File: src/sv/stb_pkg.sv
// Shared codes, widths and control/status types for the software timer bank.
package stb_pkg;

	// Default sizing of the bank
	localparam int TIMER_COUNT_DEF = 16;
	localparam int COUNT_WIDTH_DEF = 32;

	// Field widths of one input item and one result item
	localparam int FUNC_W  = 3;
	localparam int ID_W    = 4;
	localparam int TICKS_W = 32;
	localparam int MODE_W  = 2;
	localparam int KIND_W  = 2;

	// Stream packing widths
	localparam int S_DATA_W = 48;
	localparam int M_DATA_W = 8;

	// Command codes
	localparam logic [FUNC_W-1:0] FUNC_TICK  = 3'd0;
	localparam logic [FUNC_W-1:0] FUNC_ALLOC = 3'd1;
	localparam logic [FUNC_W-1:0] FUNC_START = 3'd2;
	localparam logic [FUNC_W-1:0] FUNC_STOP  = 3'd3;
	localparam logic [FUNC_W-1:0] FUNC_QUERY = 3'd4;

	// Timer modes
	localparam logic [MODE_W-1:0] MODE_SINGLE   = 2'd0;
	localparam logic [MODE_W-1:0] MODE_PERIODIC = 2'd1;

	// Result kinds
	localparam logic [KIND_W-1:0] KIND_EXPIRY = 2'd0;
	localparam logic [KIND_W-1:0] KIND_ALLOC  = 2'd1;
	localparam logic [KIND_W-1:0] KIND_QUERY  = 2'd2;
	localparam logic [KIND_W-1:0] KIND_ACK    = 2'd3;

	// Controller to datapath commands
	typedef struct packed {
		logic load;       // capture the input item
		logic rd_en;      // read count/period memories
		logic rd_walk;    // read address: 1 walk pointer, 0 item id
		logic walk_init;  // point the walk at timer 1
		logic walk_step;  // advance the walk pointer
		logic tick_upd;   // decrement or reload the visited timer
		logic ev_take;    // hold the visited timer as pending expiry
		logic ev_push;    // send the pending expiry to the output
		logic ev_last;    // mark the pushed expiry as final
		logic ev_clr;     // drop the pending expiry
		logic exec;       // run allocate/start/stop/query and answer
	} stb_cmd_t;

	// Datapath to controller status
	typedef struct packed {
		logic [FUNC_W-1:0] func;
		logic              walk_more;  // walk pointer below allocated count
		logic              run;        // visited timer is running
		logic              expire;     // visited count is about to reach zero
		logic              pend_valid; // an expiry is held back
		logic              out_free;   // output register can take an item
	} stb_status_t;

endpackage

File: src/sv/stb_datapath.sv
// Timer storage, walk pointer, pending expiry and output register of the timer bank.
module stb_datapath #(
	parameter int TIMER_COUNT = stb_pkg::TIMER_COUNT_DEF,
	parameter int COUNT_WIDTH = stb_pkg::COUNT_WIDTH_DEF
) (
	input  logic                          clk,
	input  logic                          arst_n,
	input  stb_pkg::stb_cmd_t             cmd,
	output stb_pkg::stb_status_t          status,
	input  logic [stb_pkg::FUNC_W-1:0]    in_func,
	input  logic [stb_pkg::ID_W-1:0]      in_timer_id,
	input  logic [stb_pkg::TICKS_W-1:0]   in_ticks,
	input  logic [stb_pkg::MODE_W-1:0]    in_mode,
	output logic                          out_valid,
	input  logic                          out_ready,
	output logic [stb_pkg::KIND_W-1:0]    out_kind,
	output logic [stb_pkg::ID_W-1:0]      out_result_id,
	output logic                          out_flag,
	output logic                          out_last
);

	localparam int IW = (TIMER_COUNT > 1) ? $clog2(TIMER_COUNT) : 1;
	localparam int AW = $clog2(TIMER_COUNT + 1);
	localparam int XW = AW + stb_pkg::ID_W;
	localparam int CW = COUNT_WIDTH;

	// Captured input item
	logic [stb_pkg::FUNC_W-1:0]  func_q;
	logic [stb_pkg::ID_W-1:0]    id_q;
	logic [stb_pkg::TICKS_W-1:0] ticks_q;
	logic [stb_pkg::MODE_W-1:0]  mode_q;

	// Control state
	logic [AW-1:0]          alloc_q;
	logic [AW-1:0]          walk_q;
	logic [TIMER_COUNT-1:0] run_q;
	logic [TIMER_COUNT-1:0] modeb_q;
	logic [TIMER_COUNT-1:0] cvalid_q;
	logic                   pend_valid_q;
	logic [stb_pkg::ID_W-1:0] pend_id_q;

	// Timer memories and their read registers
	logic [CW-1:0] count_mem_q  [TIMER_COUNT];
	logic [CW-1:0] period_mem_q [TIMER_COUNT];
	logic [CW-1:0] cnt_rd_q;
	logic [CW-1:0] per_rd_q;
	logic          cval_rd_q;

	// Output register
	logic                       out_valid_q;
	logic [stb_pkg::KIND_W-1:0] out_kind_q;
	logic [stb_pkg::ID_W-1:0]   out_id_q;
	logic                       out_flag_q;
	logic                       out_last_q;

	// Derived values
	logic [XW-1:0]             id_x;
	logic [XW-1:0]             walk_x;
	logic [XW-1:0]             alloc_x;
	logic [IW-1:0]             id_idx;
	logic [IW-1:0]             walk_idx;
	logic [IW-1:0]             rd_idx;
	logic                      id_in_range;
	logic                      start_ok;
	logic                      bank_full;
	logic [CW+stb_pkg::TICKS_W-1:0] ticks_x;
	logic [CW-1:0]             ticks_cw;
	logic [CW-1:0]             count_eff;
	logic [CW-1:0]             count_dec;
	logic                      expire;
	logic                      out_free;

	assign id_x        = {{AW{1'b0}}, id_q};
	assign walk_x      = {{stb_pkg::ID_W{1'b0}}, walk_q};
	assign alloc_x     = {{stb_pkg::ID_W{1'b0}}, alloc_q};
	assign id_idx      = id_x[IW-1:0];
	assign walk_idx    = walk_x[IW-1:0];
	assign rd_idx      = cmd.rd_walk ? walk_idx : id_idx;
	assign id_in_range = id_x < XW'(TIMER_COUNT);
	assign start_ok    = id_in_range && (id_x < alloc_x) &&
	                     (mode_q == stb_pkg::MODE_SINGLE || mode_q == stb_pkg::MODE_PERIODIC);
	assign bank_full   = alloc_q >= AW'(TIMER_COUNT);
	assign ticks_x     = {{CW{1'b0}}, ticks_q};
	assign ticks_cw    = ticks_x[CW-1:0];
	assign count_eff   = cval_rd_q ? cnt_rd_q : '0;
	assign count_dec   = count_eff - CW'(1);
	assign expire      = count_eff == CW'(1);
	assign out_free    = !out_valid_q || out_ready;

	// Report status to the controller
	assign status.func       = func_q;
	assign status.walk_more  = walk_q < alloc_q;
	assign status.run        = run_q[walk_idx];
	assign status.expire     = expire;
	assign status.pend_valid = pend_valid_q;
	assign status.out_free   = out_free;

	// Capture the input item
	always_ff @(posedge clk) begin
		if (cmd.load) begin
			func_q  <= in_func;
			id_q    <= in_timer_id;
			ticks_q <= in_ticks;
			mode_q  <= in_mode;
		end
	end

	// Read and write the count and period memories
	always_ff @(posedge clk) begin
		if (cmd.rd_en) begin
			cnt_rd_q <= count_mem_q[rd_idx];
			per_rd_q <= period_mem_q[rd_idx];
		end
		if (cmd.tick_upd) begin
			count_mem_q[walk_idx] <= expire ? per_rd_q : count_dec;
		end else if (cmd.exec && func_q == stb_pkg::FUNC_START && start_ok) begin
			count_mem_q[id_idx]  <= ticks_cw;
			period_mem_q[id_idx] <= ticks_cw;
		end
	end

	// Track valid, running and mode bits, allocation and the walk
	always_ff @(posedge clk or negedge arst_n) begin
		if (!arst_n) begin
			alloc_q      <= AW'(1);
			walk_q       <= '0;
			run_q        <= '0;
			modeb_q      <= '0;
			cvalid_q     <= '0;
			cval_rd_q    <= 1'b0;
			pend_valid_q <= 1'b0;
			pend_id_q    <= '0;
		end else begin
			if (cmd.rd_en) begin
				cval_rd_q <= cvalid_q[rd_idx];
			end
			if (cmd.walk_init) begin
				walk_q <= AW'(1);
			end else if (cmd.walk_step) begin
				walk_q <= walk_q + AW'(1);
			end
			if (cmd.tick_upd) begin
				cvalid_q[walk_idx] <= 1'b1;
				if (expire && !modeb_q[walk_idx]) begin
					run_q[walk_idx] <= 1'b0;
				end
			end
			if (cmd.exec) begin
				case (func_q)
					stb_pkg::FUNC_ALLOC: begin
						if (!bank_full) begin
							alloc_q <= alloc_q + AW'(1);
						end
					end
					stb_pkg::FUNC_START: begin
						if (start_ok) begin
							cvalid_q[id_idx] <= 1'b1;
							modeb_q[id_idx]  <= mode_q[0];
							run_q[id_idx]    <= 1'b1;
						end
					end
					stb_pkg::FUNC_STOP: begin
						if (id_in_range) begin
							run_q[id_idx] <= 1'b0;
						end
					end
					default: begin
					end
				endcase
			end
			// Hold back the newest expiry until the next one or the end of the walk
			if (cmd.ev_take) begin
				pend_valid_q <= 1'b1;
				pend_id_q    <= walk_x[stb_pkg::ID_W-1:0];
			end else if (cmd.ev_clr) begin
				pend_valid_q <= 1'b0;
			end
		end
	end

	// Load the output register, drop the item once taken
	always_ff @(posedge clk or negedge arst_n) begin
		if (!arst_n) begin
			out_valid_q <= 1'b0;
		end else if (cmd.exec || cmd.ev_push) begin
			out_valid_q <= 1'b1;
		end else if (out_ready) begin
			out_valid_q <= 1'b0;
		end
	end

	always_ff @(posedge clk) begin
		if (cmd.exec) begin
			out_last_q <= 1'b1;
			out_id_q   <= '0;
			case (func_q)
				stb_pkg::FUNC_ALLOC: begin
					out_kind_q <= stb_pkg::KIND_ALLOC;
					out_flag_q <= !bank_full;
					out_id_q   <= bank_full ? '0 : alloc_x[stb_pkg::ID_W-1:0];
				end
				stb_pkg::FUNC_START: begin
					out_kind_q <= stb_pkg::KIND_ACK;
					out_flag_q <= start_ok;
				end
				stb_pkg::FUNC_QUERY: begin
					out_kind_q <= stb_pkg::KIND_QUERY;
					out_flag_q <= id_in_range && (count_eff == '0);
				end
				default: begin
					out_kind_q <= stb_pkg::KIND_ACK;
					out_flag_q <= 1'b1;
				end
			endcase
		end else if (cmd.ev_push) begin
			out_kind_q <= stb_pkg::KIND_EXPIRY;
			out_id_q   <= pend_id_q;
			out_flag_q <= 1'b1;
			out_last_q <= cmd.ev_last;
		end
	end

	assign out_valid     = out_valid_q;
	assign out_kind      = out_kind_q;
	assign out_result_id = out_id_q;
	assign out_flag      = out_flag_q;
	assign out_last      = out_last_q;

	// A result is never written over one still waiting
	a_push_free: assert property (@(posedge clk) disable iff (!arst_n)
		(cmd.exec || cmd.ev_push) |-> out_free)
		else $error("result pushed while output register is occupied");

	// Allocation count stays within 1 .. TIMER_COUNT
	a_alloc_range: assert property (@(posedge clk) disable iff (!arst_n)
		(alloc_q != '0) && (alloc_q <= AW'(TIMER_COUNT)))
		else $error("allocation count out of range");

	// Tick updates only touch allocated, non-reserved timers
	a_upd_walk: assert property (@(posedge clk) disable iff (!arst_n)
		cmd.tick_upd |-> (walk_q < alloc_q) && (walk_q != '0))
		else $error("tick update outside allocated timers");

	// A taken expiry is pending in the next cycle
	a_pend_take: assert property (@(posedge clk) disable iff (!arst_n)
		cmd.ev_take |=> pend_valid_q)
		else $error("expiry lost after take");

endmodule

File: src/sv/stb_ctrl.sv
// Command sequencer of the timer bank: decodes items and walks the timers on a tick.
module stb_ctrl (
	input  logic                 clk,
	input  logic                 arst_n,
	input  logic                 in_valid,
	output logic                 in_ready,
	input  stb_pkg::stb_status_t status,
	output stb_pkg::stb_cmd_t    cmd
);

	localparam logic [2:0] S_IDLE   = 3'd0;
	localparam logic [2:0] S_DECODE = 3'd1;
	localparam logic [2:0] S_RESP   = 3'd2;
	localparam logic [2:0] S_WCHK   = 3'd3;
	localparam logic [2:0] S_WEXE   = 3'd4;
	localparam logic [2:0] S_FLUSH  = 3'd5;

	logic [2:0] state_q;
	logic [2:0] state_d;

	assign in_ready = state_q == S_IDLE;

	// Next state and commands
	always_comb begin
		state_d = state_q;
		cmd     = '0;
		unique case (state_q)
			S_IDLE: begin
				if (in_valid) begin
					cmd.load = 1'b1;
					state_d  = S_DECODE;
				end
			end
			S_DECODE: begin
				unique case (status.func) inside
					stb_pkg::FUNC_TICK: begin
						cmd.walk_init = 1'b1;
						state_d       = S_WCHK;
					end
					stb_pkg::FUNC_ALLOC, stb_pkg::FUNC_START, stb_pkg::FUNC_STOP: begin
						state_d = S_RESP;
					end
					stb_pkg::FUNC_QUERY: begin
						cmd.rd_en = 1'b1;
						state_d   = S_RESP;
					end
					default: begin
						state_d = S_IDLE;
					end
				endcase
			end
			S_RESP: begin
				if (status.out_free) begin
					cmd.exec = 1'b1;
					state_d  = S_IDLE;
				end
			end
			S_WCHK: begin
				if (status.walk_more) begin
					cmd.rd_en   = 1'b1;
					cmd.rd_walk = 1'b1;
					state_d     = S_WEXE;
				end else begin
					state_d = S_FLUSH;
				end
			end
			S_WEXE: begin
				if (!status.run) begin
					cmd.walk_step = 1'b1;
					state_d       = S_WCHK;
				end else if (!status.expire) begin
					cmd.tick_upd  = 1'b1;
					cmd.walk_step = 1'b1;
					state_d       = S_WCHK;
				end else if (!status.pend_valid || status.out_free) begin
					// Release the older expiry, hold this one back
					cmd.tick_upd  = 1'b1;
					cmd.walk_step = 1'b1;
					cmd.ev_take   = 1'b1;
					cmd.ev_push   = status.pend_valid;
					state_d       = S_WCHK;
				end
			end
			S_FLUSH: begin
				if (!status.pend_valid) begin
					state_d = S_IDLE;
				end else if (status.out_free) begin
					cmd.ev_push = 1'b1;
					cmd.ev_last = 1'b1;
					cmd.ev_clr  = 1'b1;
					state_d     = S_IDLE;
				end
			end
			default: begin
				state_d = S_IDLE;
			end
		endcase
	end

	always_ff @(posedge clk or negedge arst_n) begin
		if (!arst_n) begin
			state_q <= S_IDLE;
		end else begin
			state_q <= state_d;
		end
	end

endmodule

File: src/sv/software_timer_bank_core.sv
// Top level of the software timer bank: stream ports, controller and datapath.
//
// Input stream (s_*): one command item per handshake: tick, allocate, start,
// stop or query. Output stream (m_*): the result items of each command; the
// final result of a command carries m_tlast. Allocate, start, stop and query
// give exactly one result; a tick gives one expiry per timer that reaches
// zero, in rising id order, and none if no timer expires; unknown commands
// give none.
// Flow: allocate, start and stop pass from acceptance through decode to a
// response state that writes the result; query also reads the memory in
// decode. A tick visits timers 1 .. allocated-1, each with a registered
// memory read, then update; the next item is accepted once the current
// one has handed its last result to the output register.
// Reset: all timers stopped, counts zero, only timer 0 (reserved) taken.
// Stall: a held output register (m_tready low) halts the walk or response
// until the waiting result is taken; no result is dropped.
module software_timer_bank_core #(
	parameter int TIMER_COUNT = stb_pkg::TIMER_COUNT_DEF,
	parameter int COUNT_WIDTH = stb_pkg::COUNT_WIDTH_DEF
) (
	input  logic                          clk,
	input  logic                          arst_n,
	input  logic                          s_tvalid,
	output logic                          s_tready,
	input  logic [stb_pkg::S_DATA_W-1:0]  s_tdata,  // func[2:0], timer_id[6:3], ticks[38:7], mode[40:39]
	output logic                          m_tvalid,
	input  logic                          m_tready,
	output logic [stb_pkg::M_DATA_W-1:0]  m_tdata,  // result_id[3:0], flag[4]
	output logic [stb_pkg::KIND_W-1:0]    m_tuser,  // kind[1:0]
	output logic                          m_tlast   // last
);

	stb_pkg::stb_cmd_t    cmd;
	stb_pkg::stb_status_t status;

	logic [stb_pkg::ID_W-1:0] result_id;
	logic                     flag;

	stb_ctrl u_ctrl (
		.clk      (clk),
		.arst_n   (arst_n),
		.in_valid (s_tvalid),
		.in_ready (s_tready),
		.status   (status),
		.cmd      (cmd)
	);

	stb_datapath #(
		.TIMER_COUNT (TIMER_COUNT),
		.COUNT_WIDTH (COUNT_WIDTH)
	) u_datapath (
		.clk           (clk),
		.arst_n        (arst_n),
		.cmd           (cmd),
		.status        (status),
		.in_func       (s_tdata[2:0]),
		.in_timer_id   (s_tdata[6:3]),
		.in_ticks      (s_tdata[38:7]),
		.in_mode       (s_tdata[40:39]),
		.out_valid     (m_tvalid),
		.out_ready     (m_tready),
		.out_kind      (m_tuser),
		.out_result_id (result_id),
		.out_flag      (flag),
		.out_last      (m_tlast)
	);

	// Pack the result fields
	assign m_tdata = {3'b000, flag, result_id};

endmodule

File: config.mk
export PLATFORM = sky130hd
export DESIGN_NAME = software_timer_bank_core
export DESIGN_NICKNAME = d
export VERILOG_FILES = /design/src/sv/stb_pkg.sv /design/src/sv/stb_datapath.sv /design/src/sv/stb_ctrl.sv /design/src/sv/software_timer_bank_core.sv
export SDC_FILE = /design/constraint.sdc
export NUM_CORES = 2
export LEC_CHECK = 0
export BUFFER_PORTS_ARGS = -buffer_cell sky130_fd_sc_hd__buf_4
export CORE_UTILIZATION = 63
export DETAILED_ROUTE_END_ITERATION = 8
export GPL_TIMING_DRIVEN = 1
export HOLD_SLACK_MARGIN = 0.15
export PLACE_DENSITY = 0.8
export SLEW_MARGIN = 10
export SYNTH_ARGS = -nofsm -noshare
export SYNTH_HDL_FRONTEND = slang
export SYNTH_SLANG_ARGS = --single-unit
File: constraint.sdc
create_clock -name clk -period 7 [get_ports clk]
set_input_delay 1.4 -clock clk [delete_from_list [all_inputs] [get_ports clk]]
set_output_delay 1.4 -clock clk [all_outputs]
set_load 0.005 [all_outputs]
## Word level (Yosys, flattened, before mapping)

Memories as Yosys holds them, arrays and structs flattened. A register that Yosys moved wholly into a read port is not among the register bits.
Index checks and enable logic that the tools add are counted.

| word-level totals | value |
|---|---|
| register bits after elaboration | 117 |
| bits in writable memories | 1,024 |
| input bits | 52 |
| output and inout bits | 13 |
| memories | 2 |

Memory list:

| memory | words | width | rd ports | clocked after Yosys merged registers in | wr ports | RTL line | source |
|---|---|---|---|---|---|---|---|
| u_datapath.count_mem_q | 16 | 32 | 1 | 1 | 1 | stb_datapath.sv:43 | `logic [CW-1:0] count_mem_q [TIMER_COUNT];` |
| u_datapath.period_mem_q | 16 | 32 | 1 | 1 | 1 | stb_datapath.sv:44 | `logic [CW-1:0] period_mem_q [TIMER_COUNT];` |

| cells by class | value |
|---|---|
| add/sub/neg operators | 3 |
| $lt $le $gt $ge | 9 |
| equal/unequal tests | 13 |
| muxes and demuxes | 77 |
| bitwise logic cells | 8 |
| reductions and logical operators | 29 |

Operators by type and width:

| operator | count |
|---|---|
| $mux W16 | 9 |
| $mux W32 | 3 |
| $or A16 B16 Y16 | 3 |
| $and A16 B16 Y16 | 2 |
| $eq A32 B1 Y1 const B | 1 |
| $logic_not A32 Y1 | 1 |
| $not A16 Y16 | 2 |
| $pmux W16 S2 | 1 |
| $reduce_or A32 Y1 | 1 |
| $sub A32 B1 Y32 const B | 1 |
| $mux W3 | 10 |
| $mux W4 | 7 |
| $mux W1 | 27 |
| $lt A4 B5 Y1 const B | 4 |
| $pmux W3 S6 | 1 |
| $bwmux W16 | 1 |
| $bmux W1 S4 | 3 |
| $eq A3 B2 Y1 const B | 4 |
| $mux W2 | 6 |
| $add A5 B1 Y5 const B | 2 |
| $mux W5 | 2 |
| $eq A3 B3 Y1 const B | 3 |
| $demux W1 S4 | 2 |
| $ge A4 B1 Y1 const B | 2 |
| 20 further kinds | 41 |

## Depth between registers and ports, before layout

| logic depth | value |
|---|---|
| word-level depth | 12 |
| depth in mapped cells | 14 |
| depth with buffers taken out | 10 |

## Hierarchy

A second synthesis with hierarchy kept.

| unflattened totals | value |
|---|---|
| cells, all modules | 2,519 |
| area, all modules | 47,795.8 um2 |

By module, submodules not included:

| module | times used | cells an instance | area an instance (um2) |
|---|---|---|---|
| stb_datapath | 1 | 2,470 | 47,393.0 |
| stb_ctrl | 1 | 44 | 369.1 |
| software_timer_bank_core | 1 | 5 | 33.8 |

## Least setup slack after synthesis

OpenSTA, ideal clock, no wires.

| timing path | value |
|---|---|
| path type | in2reg |
| start point | input port m_tready |
| end point | register u_datapath.modeb_q[0] |
| setup time | 0.081 ns |
| data arrival time | 6.060 ns |
| required time | 6.919 ns |
| slack | 0.859 ns |
| cell stages on the path | 5 |
| path buffers | 0 |
| cells stage by stage | nor2b_1 nor3_1 o2111ai_1 nor4_1 mux2_2 |

| between the ends | value |
|---|---|
| longest elaborated chain between the ends | 4 |

RTL lines:

| what | RTL line | source |
|---|---|---|
| start: declaration | software_timer_bank_core.sv:27 | `input logic m_tready,` |
| $logic_or A1 B1 Y1 | stb_datapath.sv:88 | `assign out_free = !out_valid_q \|\| out_ready;` |
| $mux W1 | stb_ctrl.sv:53 | `if (status.out_free) begin` |
| $mux W1 | stb_ctrl.sv:27 | `unique case (state_q)` |
| $reduce_and A3 Y1 (no line) | -- |  |
| end signal: indexed assignment | stb_datapath.sv:158 | `modeb_q[id_idx] <= mode_q[0];` |
| end: declaration | stb_datapath.sv:37 | `logic [TIMER_COUNT-1:0] modeb_q;` |

No other way between the ends.
A chain may end at the register's enable or synchronous reset.

## Worst setup path in the final report

| timing path | value |
|---|---|
| start point | register u_datapath.walk_q[3] |
| end point | register u_datapath.cnt_rd_q[9], read port of u_datapath.count_mem_q (data pin) |

| between the ends | value |
|---|---|
| longest elaborated chain between the ends | 4 |

RTL lines:

| what | RTL line | source |
|---|---|---|
| start: declaration | stb_datapath.sv:35 | `logic [AW-1:0] walk_q;` |
| start signal: assignment | stb_datapath.sv:140 | `walk_q <= walk_q + AW'(1);` |
| $lt A5 B5 Y1 | stb_datapath.sv:92 | `assign status.walk_more = walk_q < alloc_q;` |
| $mux W2 | stb_ctrl.sv:59 | `if (status.walk_more) begin` |
| $mux W1 | stb_ctrl.sv:27 |  |
| $mux W4 | stb_datapath.sv:78 | `assign rd_idx = cmd.rd_walk ? walk_idx : id_idx;` |
| end: declaration | stb_datapath.sv:45 | `logic [CW-1:0] cnt_rd_q;` |

Several ways; a longest one is shown, not always the timed one.

==> flow_metrics.env <==
export IMPL_powerDensity_nw_per_um2=368
export IMPL_r2r_start="u_datapath.walk_q[3]"
export IMPL_ys_seq_elements=1205
export IMPL_r2r_end="u_datapath.cnt_rd_q[9]"
export IMPL_nNetsFinal=3714
export IMPL_clockRootBuffer="clkbuf_16"
export IMPL_antenna_found_initial=0
export IMPL_syn_area_um2=48900
export IMPL_worstPathRequired_ns=7.48
export IMPL_maxCapViolCount=0
export IMPL_period_share=0.685
export IMPL_grt_max_degree=147
export IMPL_yosys_most_used_dff="edfxtp_1"
export IMPL_yosysSeqAreaShare=0.733
export IMPL_path_class="flop to flop"
export IMPL_hold_class="flop to flop"
export IMPL_synthCells=3613
export IMPL_hold_ws_ns=0.462
export IMPL_clockBufferDepth=3
export IMPL_numCtsBuffers=112
export IMPL_crit_path_start="u_datapath.walk_q[3]"
export IMPL_core_rowCount=101
export IMPL_coreArea_um2=76300
export IMPL_drc_errors=0
export IMPL_track_usage=0.294
export IMPL_n_fill_cell=4783
export IMPL_r2r_cells=8
export IMPL_die_h_um=281
export IMPL_antennaDiodeCount=0
export IMPL_gp_congestion=0.866
export IMPL_critPathCaptureType="flop"
export IMPL_clock_sinks=1205
export IMPL_maxSlewViolCount=0
export IMPL_clk_pin_slew_worst_paths_ns=0.06
export IMPL_grt_pass1_vias=29600
export IMPL_arrival_ns=5.27
export IMPL_die_width_um=281
export IMPL_ios=65
export IMPL_max_freq_ghz=0.208
export IMPL_start_util=0.640
export IMPL_hold_violations=0
export IMPL_drt_pass1_iter_count=8
export IMPL_drtIter0Drc=4136
export IMPL_skew_ns=0.0380
export IMPL_dieArea_um2=78700
export IMPL_fin_cells=4771
export IMPL_irDropWorstVdd_mv=0.256
export IMPL_syn2layout_area_growth_pct=10.8
export IMPL_synth_warnings=0
export IMPL_drive_gt1_frac=0.105
export IMPL_crit_fanout=34
export IMPL_via_per_inst=6.39
export IMPL_async_flop_share=0.0564
export IMPL_drt_total_wl_um=115000
export IMPL_postCtsHoldBufs=0
export IMPL_vias=30500
export IMPL_status="completed"
export IMPL_grt_first_pass_wirelength_um=173000
export IMPL_leakage_uw=0.0194
export IMPL_worstSetupEndpoint="u_datapath.cnt_rd_q[9]"
export IMPL_routedWlPerCell_um=24.1
export IMPL_cp_start_kind="flop"
export IMPL_cts_tree="done"
export IMPL_dp_cells=4563
export IMPL_yosys_cell_types_count=70
export IMPL_avgSynthCellArea_um2=13.5
export IMPL_rsz0062_at_grt="no"
export IMPL_io_buffer_count=54
export IMPL_setup_violations_final=0
export IMPL_synth_edf_count=1136
export IMPL_reg2reg_slack_ns=2.20
export IMPL_ctsResizeCount=0
export IMPL_hpwl_um=61100
export IMPL_maxSlewHeadroom=0.154
export IMPL_tightest_slew_ns=1.27
export IMPL_ant_nets=0
export IMPL_grt_overflow=0
export IMPL_clock_latency_ns=0.69
export IMPL_period_needed_ns=4.80
export IMPL_setup_tns_ns=0
export IMPL_cts_setup_buffers=0
export IMPL_cts_htree_levels=3
==> cell type report <==
class | instances | area, um^2 | area share
inverters | 12 | 45.0 | 0.000831
repair buffers | 141 | 1170 | 0.0216
well taps | 1030 | 1290 | 0.0238
clock inverters | 71 | 532 | 0.00981
clock buffers | 137 | 2960 | 0.0546
multi-input cells | 2175 | 12400 | 0.228
flip-flops and latches | 1205 | 35800 | 0.661
==> cells by family after synthesis <==
group           synth area share
compound gates            0.0486
flops                      0.733
other cells            0.0000767
mux                       0.0501
simple gates               0.139
fa+ha+maj                0.00384
xor+xnor                 0.00376
buf+inv                   0.0212
==> worst max-delay path, cell delays in order (launching register included) <==
cell	delay, ns
dfrtp_1	0.68
ha_1	0.34
or2_2	0.29
a211oi_1	0.23
a21o_1	0.63
mux2i_1	0.95
nand2_4	0.58
buf_4	0.51
o221ai_1	0.34
==> cells in the final DEF (no fill, tap or decap), types with 27 or more instances in the layout <==
cell	n
clkinv_1	30
o221ai_1	79
clkinv_2	27
nand2_1	978
nor2_1	66
clkbuf_16	114
o21ai_0	63
mux2i_1	199
dfrtp_1	66
a32oi_1	75
edfxtp_1	1136
buf_4	132
nand2b_1	34
nand3_1	405
==> state kept, by name, summed over array words and instances (netlist names), 16 cells and up <==
name,flops
u_datapath.cnt_rd_q,32
u_datapath.count_mem_q,512
u_datapath.cvalid_q,16
u_datapath.modeb_q,16
u_datapath.per_rd_q,32
u_datapath.period_mem_q,512
u_datapath.run_q,16
u_datapath.ticks_cw,32
==> power breakdown <==
part / switching [uW] / leakage [uW] / internal, uW
combinational: 3290 / 0.00654 / 1410
clock: 2590 / 0.00172 / 3220
sequential: 430 / 0.0112 / 9020
total: 6320 / 0.0194 / 13600
==> layer usage <==
metal  up-vias  global-route usage  share of wire
met1     14900               0.409           0.38
met4         0               0.123          0.039
li1      13400                   -              -
met3       318              0.0517           0.11
met5         -                   0              0
met2      1875               0.465           0.47
==> per-stage QoR <==
stage	total power (uW)	worst slack [ns]	cell area [um^2]	util
2_1_floorplan	12500	0.859	48900	-
3_3_place_gp	14000	2.00	50700	0.664
3_5_place_dp	14200	1.97	50700	0.664
4_1_cts	19900	2.21	54200	0.710
5_1_grt	20700	1.95	54200	0.710
6_report	20000	2.20	54200	0.710
==> cell usage after synthesis (all sizes together) (15+ instances only) <==
cell | number | share of area
mux2 | 21 | 0.0048
nand2b | 34 | 0.0044
nor3 | 37 | 0.0039
ha | 15 | 0.0038
nand2 | 981 | 0.075
edfxtp | 1136 | 0.70
mux2i | 201 | 0.041
nand3 | 405 | 0.041
dfrtp | 67 | 0.034
o21ai | 63 | 0.0064
nor2 | 84 | 0.0066
a21oi | 32 | 0.0033
clkbuf | 99 | 0.0076
buf | 124 | 0.013
o221ai | 79 | 0.014
a32oi | 75 | 0.013
==> how the worst min path moves through the flow <==
stage                            start                      end  cells after the start
2_1_floorplan  u_datapath.cvalid_q[11]  u_datapath.cvalid_q[11]                      1
3_3_place_gp    u_datapath.cvalid_q[0]   u_datapath.cvalid_q[0]                      1
4_1_cts        u_datapath.cvalid_q[11]  u_datapath.cvalid_q[11]                      1
3_5_place_dp   u_datapath.cvalid_q[11]  u_datapath.cvalid_q[11]                      1
6_report       u_datapath.cvalid_q[10]  u_datapath.cvalid_q[10]                      1
5_1_grt         u_datapath.cvalid_q[1]   u_datapath.cvalid_q[1]                      1
No activity file was read; power rests on OpenSTA's default activity.
